### src/design/ohm_pkg.sv
// Ordered hash map package: op codes, sequencer states, key hash and key compare.
// No dependencies; used by all design files.

package ohm_pkg;

   localparam int KEY_W  = 64;
   localparam int VAL_W  = 64;
   localparam int OP_W   = 3;
   localparam int HASH_W = 32;

   localparam logic [HASH_W-1:0] NAN_HASH = 32'h7ff8_0000;

   localparam logic [OP_W-1:0] OP_GET  = 3'd0;
   localparam logic [OP_W-1:0] OP_SET  = 3'd1;
   localparam logic [OP_W-1:0] OP_DEL  = 3'd2;
   localparam logic [OP_W-1:0] OP_CLR  = 3'd3;
   localparam logic [OP_W-1:0] OP_READ = 3'd4;

   typedef enum logic [3:0] {
      ST_IDLE,
      ST_CLEAR,
      ST_HASH,
      ST_PWAIT,
      ST_PCHK,
      ST_KWAIT,
      ST_KCHK,
      ST_SH_CHK,
      ST_SH_WAIT,
      ST_SH_WR,
      ST_RB_CHK,
      ST_RB_WAIT,
      ST_RB_LOAD,
      ST_RD_WAIT,
      ST_RD_OUT
   } state_type;

   function automatic logic is_nan(input logic [KEY_W-1:0] k);
      return (k[62:52] == 11'h7ff) && (k[51:0] != '0);
   endfunction

   function automatic logic is_zero(input logic [KEY_W-1:0] k);
      return k[62:0] == '0;
   endfunction

   // SameValueZero-consistent fold of the key word
   function automatic logic [HASH_W-1:0] key_hash(input logic tag,
                                                 input logic [KEY_W-1:0] k);
      logic [KEY_W-1:0] w;
      w = k;
      if (tag && is_nan(k)) begin
         return NAN_HASH;
      end
      if (tag && is_zero(k)) begin
         w = '0;
      end
      return w[31:0] ^ w[63:32];
   endfunction

   function automatic logic keys_equal(input logic ta, input logic [KEY_W-1:0] a,
                                       input logic tb, input logic [KEY_W-1:0] b);
      if (ta != tb) begin
         return 1'b0;
      end
      if (ta) begin
         if (is_nan(a) && is_nan(b)) begin
            return 1'b1;
         end
         if (is_nan(a) || is_nan(b)) begin
            return 1'b0;
         end
         if (is_zero(a) && is_zero(b)) begin
            return 1'b1;
         end
      end
      return a == b;
   endfunction

endpackage

### src/design/ohm_hash_mod.sv
// Hash unit: folds the key and masks it to a registered index slot.
// Depends on ohm_pkg; INDEX_DEPTH must be a power of two.

module ohm_hash_mod import ohm_pkg::*; #(
   parameter int INDEX_DEPTH = 128
) (
   input  logic                           clock,
   input  logic                           reset,
   input  logic                           go,
   input  logic                           tag,
   input  logic [KEY_W-1:0]               key,
   output logic                           done,
   output logic [$clog2(INDEX_DEPTH)-1:0] slot
);

   localparam int SW = $clog2(INDEX_DEPTH);

   logic [SW-1:0] slot_ff;
   logic          done_ff;

   always_ff @(posedge clock) begin
      if (reset) begin
         done_ff <= 1'b0;
      end else begin
         done_ff <= go;
         if (go) begin
            slot_ff <= SW'(key_hash(tag, key));
         end
      end
   end

   assign done = done_ff;
   assign slot = slot_ff;

endmodule

### config.mk
export PLATFORM = sky130hd
export DESIGN_NAME = ohm_hash_mod
export DESIGN_NICKNAME = d
export VERILOG_FILES = /design/src/design/ohm_pkg.sv /design/src/design/ohm_hash_mod.sv
export SDC_FILE = /design/constraint.sdc
export NUM_CORES = 1
export LEC_CHECK = 0
export BUFFER_PORTS_ARGS = -buffer_cell sky130_fd_sc_hd__buf_2
export CAP_MARGIN = 15
export CORE_UTILIZATION = 24
export DETAILED_ROUTE_END_ITERATION = 10
export GPL_ROUTABILITY_DRIVEN = 0
export GPL_TIMING_DRIVEN = 0
export MAX_ROUTING_LAYER = met4
export PLACE_DENSITY_LB_ADDON = 0.25
export SLEW_MARGIN = 20
export SYNTH_ARGS = -nofsm -noshare
export SYNTH_HDL_FRONTEND = slang
export SYNTH_SLANG_ARGS = --single-unit
### constraint.sdc
create_clock -name clock -period 1.7 [get_ports clock]
set_clock_uncertainty 0.2 [all_clocks]
set_input_delay 0.425 -clock clock [delete_from_list [all_inputs] [get_ports clock]]
set_output_delay 0.425 -clock clock [all_outputs]
set_load 0.02 [all_outputs]
==> reports/metrics.yaml, run 1 <==
outcome:
  status: "complete, no violations"
route:
  routedWlPerCell_um: 8.41
  routed_wl_um: 723
  first_pass_iters: 2
  initialDrtViolationCount: 5
  vias: 368
  ant_nets: 0
  drc_errors: 0
  viasPerCell: 4.28
worst_setup_path:
  max_stage_delay_ps: 360
  crit_path_start_kind: "flip-flop"
  crit_arrival_ps: 770
  crit_chain: "buf_2"
  critPathKind: "flip-flop to primary output"
  path_max_fanout: 1
  end_kind: "primary output"
  critical_path.startpoint: "slot[6]"
  cp_num_buf_inv: 1
  worstPathRequired_ps: 1070
  crit_family: "flip-flops"
  slowest_stage: "edfxtp_1"
sta:
  hold_viol: 0
  fmax_mhz: 716
  slew_headroom_pct: 62.9
  final-setup-viol-count: 0
  final_max_slew_viol_count: 0
  worst_pin_slew_ps: 556
  holdWs_ps: 157
  min_period_ps: 1400
  fin_crit_sh_pct: 82.1
  rsz0062_at_grt: "no"
  tns_ps: 0
floorplanning:
  start_util_pct: 26.1
  die_h_um: 42.9
  die_x_um: 42.9
  rows: 14
  io_pins: 76
  coreArea_um2: 1540
  fp.dieArea_um2: 1840
min_path:
  hp-class: "input port to flip-flop"
  min-delay-start: "reset"
yosys:
  netlist_instances: 30
  syn_avg_cell_area_um2: 13.4
  synth-seq-cells: 8
  syn-cell-area_um2: 402
  syn_nets: 98
  yosys_warnings: 0
  yosysSeqAreaShare_pct: 57.3
  synth.distinct_cells: 8
cells_and_area:
  final_core_util_pct: 40.7
  design_area_um2: 628
  area_growth_pct: 56.4
  nets: 139
  drive_gt1_share_pct: 60.0
  n_antenna_cell: 0
global_routing:
  grt_most_used_layer: "met2"
  grt_first_pass_wirelength_um: 1230
  grt_usage_pct: 9.52
  use_met1_pct: 11.1
  met2_usage_pct: 13.0
  grt_pass1_vias: 329
  use_met3_pct: 2.13
  grt_overflow: 0
  antenna_found_initial: 0
  grt_max_degree: 8
pwr:
  p_leak_nw: 0.288
  p_total_w: 0.000487
  ir_drop_v: 0.000298
  powerDensity_nw_per_um2: 775
clock_tree:
  cts_resized: 0
  cts_buffers: 3
  cts.clk_slew.worst_paths_ps: 50
  cts.htree.levels: 1
  cts_sinks: 8
  clock_tree.root_cell: "clkbuf_4"
  clockBufferDepth: 2
  cts_post_setup_buffers_inserted: 0
  postCtsHoldBufs: 0
  cts_tree: "yes"
placed_design:
  place_area_um2: 602
  io_buffers: 36
job:
  cap_violations: 0
==> layer usage <==
| metal | wire [um] | share of wire (%) |
|---|---|---|
| met1 | 304 | 42 |
| met2 | 294 | 41 |
| met3 | 124 | 17 |
| met4 | 0 | 0 |
| met5 | 0 | 0 |
==> power by group <==
part           leakage (nW)  switching, W  internal (W)
Sequential           0.0740    0.00000268      0.000233
Combinational         0.199     0.0000497     0.0000527
Clock                0.0150     0.0000594     0.0000894
Total                 0.288      0.000112      0.000375
==> state kept, by name, summed over array words and instances, names as in the netlist <==
name  flops
done      1
slot      7
==> cells in the mapped netlist (all sizes together) <==
cell type,number,area share [%]
edfxtp,7,52
nor2b,2,3.1
xnor2,7,15
a31oi,7,11
dfxtp,1,5.0
and4,3,6.5
buf,3,6.9
==> path summary, 6_finish.rpt <==
kind	slack, ps	end	cells after the start
worst max-delay path	300	slot[6]	1
worst min-delay path	160	done	2
==> cells in the final DEF (no fill, tap or decap), drive strengths merged <==
| cell | netlist | final |
|---|---|---|
| dfxtp | 1 | 1 |
| and4 | 3 | 3 |
| a31oi | 7 | 7 |
| nor2b | 2 | 2 |
| edfxtp | 7 | 7 |
| buf | 3 | 39 |
| xnor2 | 7 | 7 |
| clkbuf | 0 | 4 |
==> cell type report <==
class / instances / area [um^2]
Tap cell: 16 / 20.0
Clock buffer: 4 / 26.3
Multi-Input combinational cell: 19 / 144
Fill cell: 162 / 913
Sequential cell: 8 / 230
Buffer: 3 / 27.5
Timing Repair Buffer: 36 / 180
==> through the flow <==
step / cells / setup WS [ps]
after CTS: 86 / 281
after global routing: 86 / 255
after global placement: 82 / 142
after floorplan: 30 / 334
after detailed placement: 82 / 117
final: 86 / 304
==> cells by family after synthesis <==
kind of cell,count (synthesis),synth area share (%)
AOI/OAI and AO/OA,7,10.9
DFF,8,57.3
xor gates and xnor gates,7,15.3
and+or+nand+nor,5,9.66
buffers and inverters,3,6.85
No activity file was read; power rests on OpenSTA's default activity.
==> run 2, diff against run 1 <==
Settings changed: CORE_UTILIZATION 24 to 22.
Clock period 1.7 ns to 1.2 ns, I/O delays scaled along.
==> run 2 against run 1 <==
  * The run now ends with DRC, setup timing left
  * First-iteration DRC count did not move
  * Die area up 8.6%
  * Cell count grew 10%
  * Via count grew 3.8%
  * Critical path depth unchanged
  * Final area is 7.4% higher
  * Critical endpoint is now slot[0]
  * Largest cell class is now buffers
  * Largest power group unchanged
==> reports/metrics.yaml, run 2 (synthesized netlist as in run 1, its figures left out) <==
cells_and_area:
  area_growth_pct: 67.9
  final_cell_mix: "buf_2, buf_6, xnor2_1, a31oi_1, edfxtp_1"
  n_antenna_cell: 0  # unchanged
  multi_input_area_um2: 146  # +1.7%
  nets: 139  # unchanged
  final_common_cell: "buf_2"
  final_core_util_pct: 39.1  # -1.7 points
  largest_reg_flops: 7  # unchanged
  seqCellArea_um2: 231  # +0.54%
  drive_gt1_share_pct: 62.9  # +2.9 points
  fillCellCount: 177  # +9.3%
worst_setup_path:
  crit_arrival_ps: 790  # +20 ps
  crit_path_start_kind: "flip-flop"
  max_stage_delay_ps: 390  # +30 ps
  critPathKind: "flip-flop to primary output"
  path_max_fanout: 1  # unchanged
  worstPathRequired_ps: 700  # -370 ps
  slowest_stage: "edfxtp_1"
  cp_num_buf_inv: 1  # unchanged
  end_kind: "primary output"
  crit_family: "flip-flops"
  crit_chain: "buf_6"
sta:
  fmax_mhz: 776
  worst_pin_slew_ps: 327  # -228 ps
  fin_ws_ps: -89.0  # -393 ps
  final_max_slew_viol_count: 0  # unchanged
  slew_headroom_pct: 78.1  # +15 points
  hold_viol: 0  # unchanged
  fin_crit_sh_pct: 107
  final-setup-viol-count: 7  # +7
  min_period_ps: 1290
  rsz0062_at_grt: "yes"
  holdWs_ps: 25.2  # -132 ps
floorplanning:
  rows: 15  # +1
  start_util_pct: 23.3  # -2.8 points
  die_x_um: 44.7  # +4.2%
  fp.dieArea_um2: 2000  # +8.6%
  coreArea_um2: 1730  # +12%
  io_pins: 76  # unchanged
  die_h_um: 44.7  # +4.2%
global_routing:
  grt_max_degree: 8  # unchanged
  antenna_found_initial: 0  # unchanged
  grt_overflow: 0  # unchanged
  grt_usage_pct: 8.49  # -1.0 points
  grt_first_pass_wirelength_um: 1150  # -6.8%
  grt_pass1_vias: 269  # -18%
pwr:
  p_leak_nw: 0.299  # +3.9%
  ir_drop_v: 0.000404  # +35%
  powerDensity_nw_per_um2: 1050  # +36%
route:
  first_pass_iters: 7  # +5
  initialDrtViolationCount: 5  # unchanged
  viasPerCell: 4.02  # -6.0%
  routed_wl_um: 769  # +6.4%
  drc_errors: 2  # +2
  routedWlPerCell_um: 8.09  # -3.7%
  ant_nets: 0  # unchanged
  vias: 382  # +3.8%
clock_tree:
  cts.htree.levels: 1  # unchanged
  clock_tree.root_cell: "clkbuf_4"
  cts_tree: "yes"
  cts_sinks: 8  # unchanged
  clockBufferDepth: 2  # unchanged
  cts_buffers: 3  # unchanged
  cts.clk_slew.worst_paths_ps: 50  # about the same
min_path:
  hp-class: "input port to flip-flop"
outcome:
  failed_checks: "DRC, setup timing"
  status: "complete, but fails checks"
job:
  cap_violations: 0  # unchanged
placed_design:
  io_buffers: 36  # unchanged
run 2: changes by cell type in the layout (fill, tap and decap cells not counted):
| cell | delta |
|---|---|
| buf_2 | -5 |
| buf_6 | +5 |
| dfxtp_1 | -1 |
| dfxtp_2 | +1 |
| nor2b_1 | -1 |
| nor2b_2 | +1 |
run 2: path summary, 6_finish.rpt:
kind	start	end	cells past startpoint
setup / recovery	slot[0]	slot[0]	1
hold / removal	reset	done	2
run 2: report_power, final:
group | internal [W] | switching, W
clock | 0.000127 | 0.0000832
sequential | 0.000331 | 0.00000752
combinational | 0.0000893 | 0.0000714
total | 0.000547 | 0.000162
run 2: area by class of cell:
class                           count  area share [%]
Buffer                              3            4.08
Clock buffer                        4            3.90
Multi-Input combinational cell     19            21.7
Sequential cell                     8            34.3
Tap cell                           25            4.64
Timing Repair Buffer               36            31.4
run 2: what timing repair did:
item,CTS,global route
buffers inserted,0,0
endpoints found under the setup margin,8,8
pin swaps,0,0
hold buffers,0,0
resized for setup,1,10
run 2: per-stage QoR:
step                setup WS (ps)  total power, W  area [um^2]  TNS [ps]  cells
floorplan                    67.9        0.000415          404         0     30
global placement            -56.7        0.000485          616      -704     91
detailed placement          -96.4        0.000489          616      -861     91
CTS                         -93.8        0.000710          644      -570     95
global route                 -118        0.000757          674      -748     95
finish                      -89.0        0.000709          674      -458     95
run 2: routing by layer:
| metal | vias to the layer above | track usage (%) | wire [um] |
|---|---|---|---|
| li1 | 195 | - | - |
| met1 | 158 | 10.3 | 321 |
| met2 | 29 | 11.2 | 353 |
| met3 | 0 | 4.00 | 94 |
| met4 | 0 | 5.45 | 0 |
| met5 | - | - | 0 |
==> run 3, diff against run 2 <==
Settings changed: CELL_PAD_IN_SITES_DETAIL_PLACEMENT set to 0, CELL_PAD_IN_SITES_GLOBAL_PLACEMENT set to 2, CORE_UTILIZATION 22 to 10, SKIP_LAST_GASP set to 1.
==> run 3 against run 2 <==
  * The run ends with setup timing left
  * Via count fell by 1.3%
  * Sequential share of layout area fell by 2.2 points
  * Global-route usage down 3.6 points
  * Critical endpoint is now slot[2]
==> reports/metrics.yaml, run 3 (synthesized netlist as in run 1, its figures left out) <==
global_routing:
  grt_usage_pct: 4.91  # -3.6 points
  grt_max_degree: 8  # unchanged
  grt_pass1_vias: 335  # +25%
  antenna_found_initial: 0  # unchanged
  grt_overflow: 0  # unchanged
  grt_first_pass_wirelength_um: 1400  # +22%
floorplanning:
  die_h_um: 65.4  # +46%
  die_x_um: 65.4  # +46%
  coreArea_um2: 3740  # +120%
  start_util_pct: 10.7  # -13 points
  rows: 22  # +7
  io_pins: 76  # unchanged
  fp.dieArea_um2: 4270  # +110%
clock_tree:
  cts_sinks: 8  # unchanged
  postCtsHoldBufs: 0  # unchanged
  cts_post_setup_buffers_inserted: 0  # unchanged
  cts.htree.levels: 1  # unchanged
  cts_buffers: 3  # unchanged
  clockBufferDepth: 2  # unchanged
  clock_tree.root_cell: "clkbuf_8"
  cts.clk_slew.worst_paths_ps: 40  # about the same
  cts_tree: "yes"
worst_setup_path:
  end_kind: "primary output"
  path_max_fanout: 1  # unchanged
  crit_path_start_kind: "flip-flop"
  slowest_stage: "edfxtp_1"
  crit_arrival_ps: 750  # -40 ps
  cp_num_buf_inv: 1  # unchanged
  max_stage_delay_ps: 360  # -30 ps
  crit_family: "flip-flops"
  critPathKind: "flip-flop to primary output"
  crit_chain: "buf_2"
  worstPathRequired_ps: 700  # about the same
sta:
  rsz0062_at_grt: "yes"
  tns_ps: -301  # +158 ps
  worst_pin_slew_ps: 360  # +33.0 ps
  min_period_ps: 1250  # -37.0 ps
  fin_crit_sh_pct: 104  # -3.1 points
  final_max_slew_viol_count: 0  # unchanged
  fin_ws_ps: -52.0  # +37.0 ps
  slew_headroom_pct: 75.9  # -2.2 points
  final-setup-viol-count: 7  # unchanged
  fmax_mhz: 799  # +3.0%
  hold_viol: 0  # unchanged
pwr:
  powerDensity_nw_per_um2: 1170  # +11%
  p_total_w: 0.000837  # +18%
  ir_drop_v: 0.000328  # -19%
  p_leak_nw: 0.306  # +2.2%
route:
  vias: 377  # -1.3%
  routedWlPerCell_um: 8.27  # +2.2%
  viasPerCell: 3.19  # -21%
  routed_wl_um: 976  # +27%
  drc_errors: 0  # -2
  ant_nets: 0  # unchanged
  first_pass_iters: 4  # -3
  initialDrtViolationCount: 7  # +2
cells_and_area:
  largest_reg_flops: 7  # unchanged
  nets: 139  # unchanged
  n_antenna_cell: 0  # unchanged
  drive_gt1_share_pct: 61.4  # -1.4 points
  area_growth_pct: 78.5
  final_core_util_pct: 19.2  # -20 points
  final_cell_mix: "buf_2, xnor2_1, a31oi_1, edfxtp_1, buf_6"
  final_common_cell: "buf_2"
placed_design:
  io_buffers: 36  # unchanged
min_path:
  hp-class: "input port to flip-flop"
job:
  cap_violations: 0  # unchanged
outcome:
  failed_checks: "setup timing"
  status: "complete, but fails checks"
-- run 3: final timing paths --
kind	from	to	slack (ps)	cells after the start
worst min-delay path	reset	done	50	2
worst max-delay path	slot[2]	slot[2]	-50	1
-- run 3: power by group --
group | leakage, nW | internal, W | switching, W
registers | 0.0740 | 0.000331 | 0.00000701
clock network | 0.0228 | 0.000230 | 0.000105
logic | 0.209 | 0.0000883 | 0.0000746
-- run 3: what timing repair did --
item / in CTS / in global routing
gates cloned: 0 / 0
gates resized for setup: 2 / 7
setup endpoints to repair: 7 / 8
pin swaps: 0 / 0
-- run 3: per-stage QoR --
step / hold slack [ps] / cells / setup slack [ps] / instance area [um^2]
2_1_floorplan: 172 / 30 / 67.9 / 404
3_3_place_gp: 286 / 114 / -96.1 / 644
3_5_place_dp: 292 / 114 / -118 / 644
4_1_cts: 50.7 / 118 / -72.7 / 696
5_1_grt: 66.7 / 118 / -77.5 / 717
6_report: 54.8 / 118 / -52.0 / 717
-- run 3: area by class of cell --
class / instances / area (um^2)
Fill cell: 442 / 3030
Sequential cell: 8 / 230
Timing Repair Buffer: 36 / 208
Multi-Input combinational cell: 19 / 146
Tap cell: 48 / 60.1
Clock buffer: 4 / 45.0
Buffer: 3 / 27.5
-- run 3: routing by layer --
metal  up-vias  part of all wire, %  track usage (%)
li1        194                    -                -
met1       148                   45             5.49
met2        30                   42             6.70
met3         5                  9.2             2.08
met4         0                  3.2             4.08
met5         -                    0                -
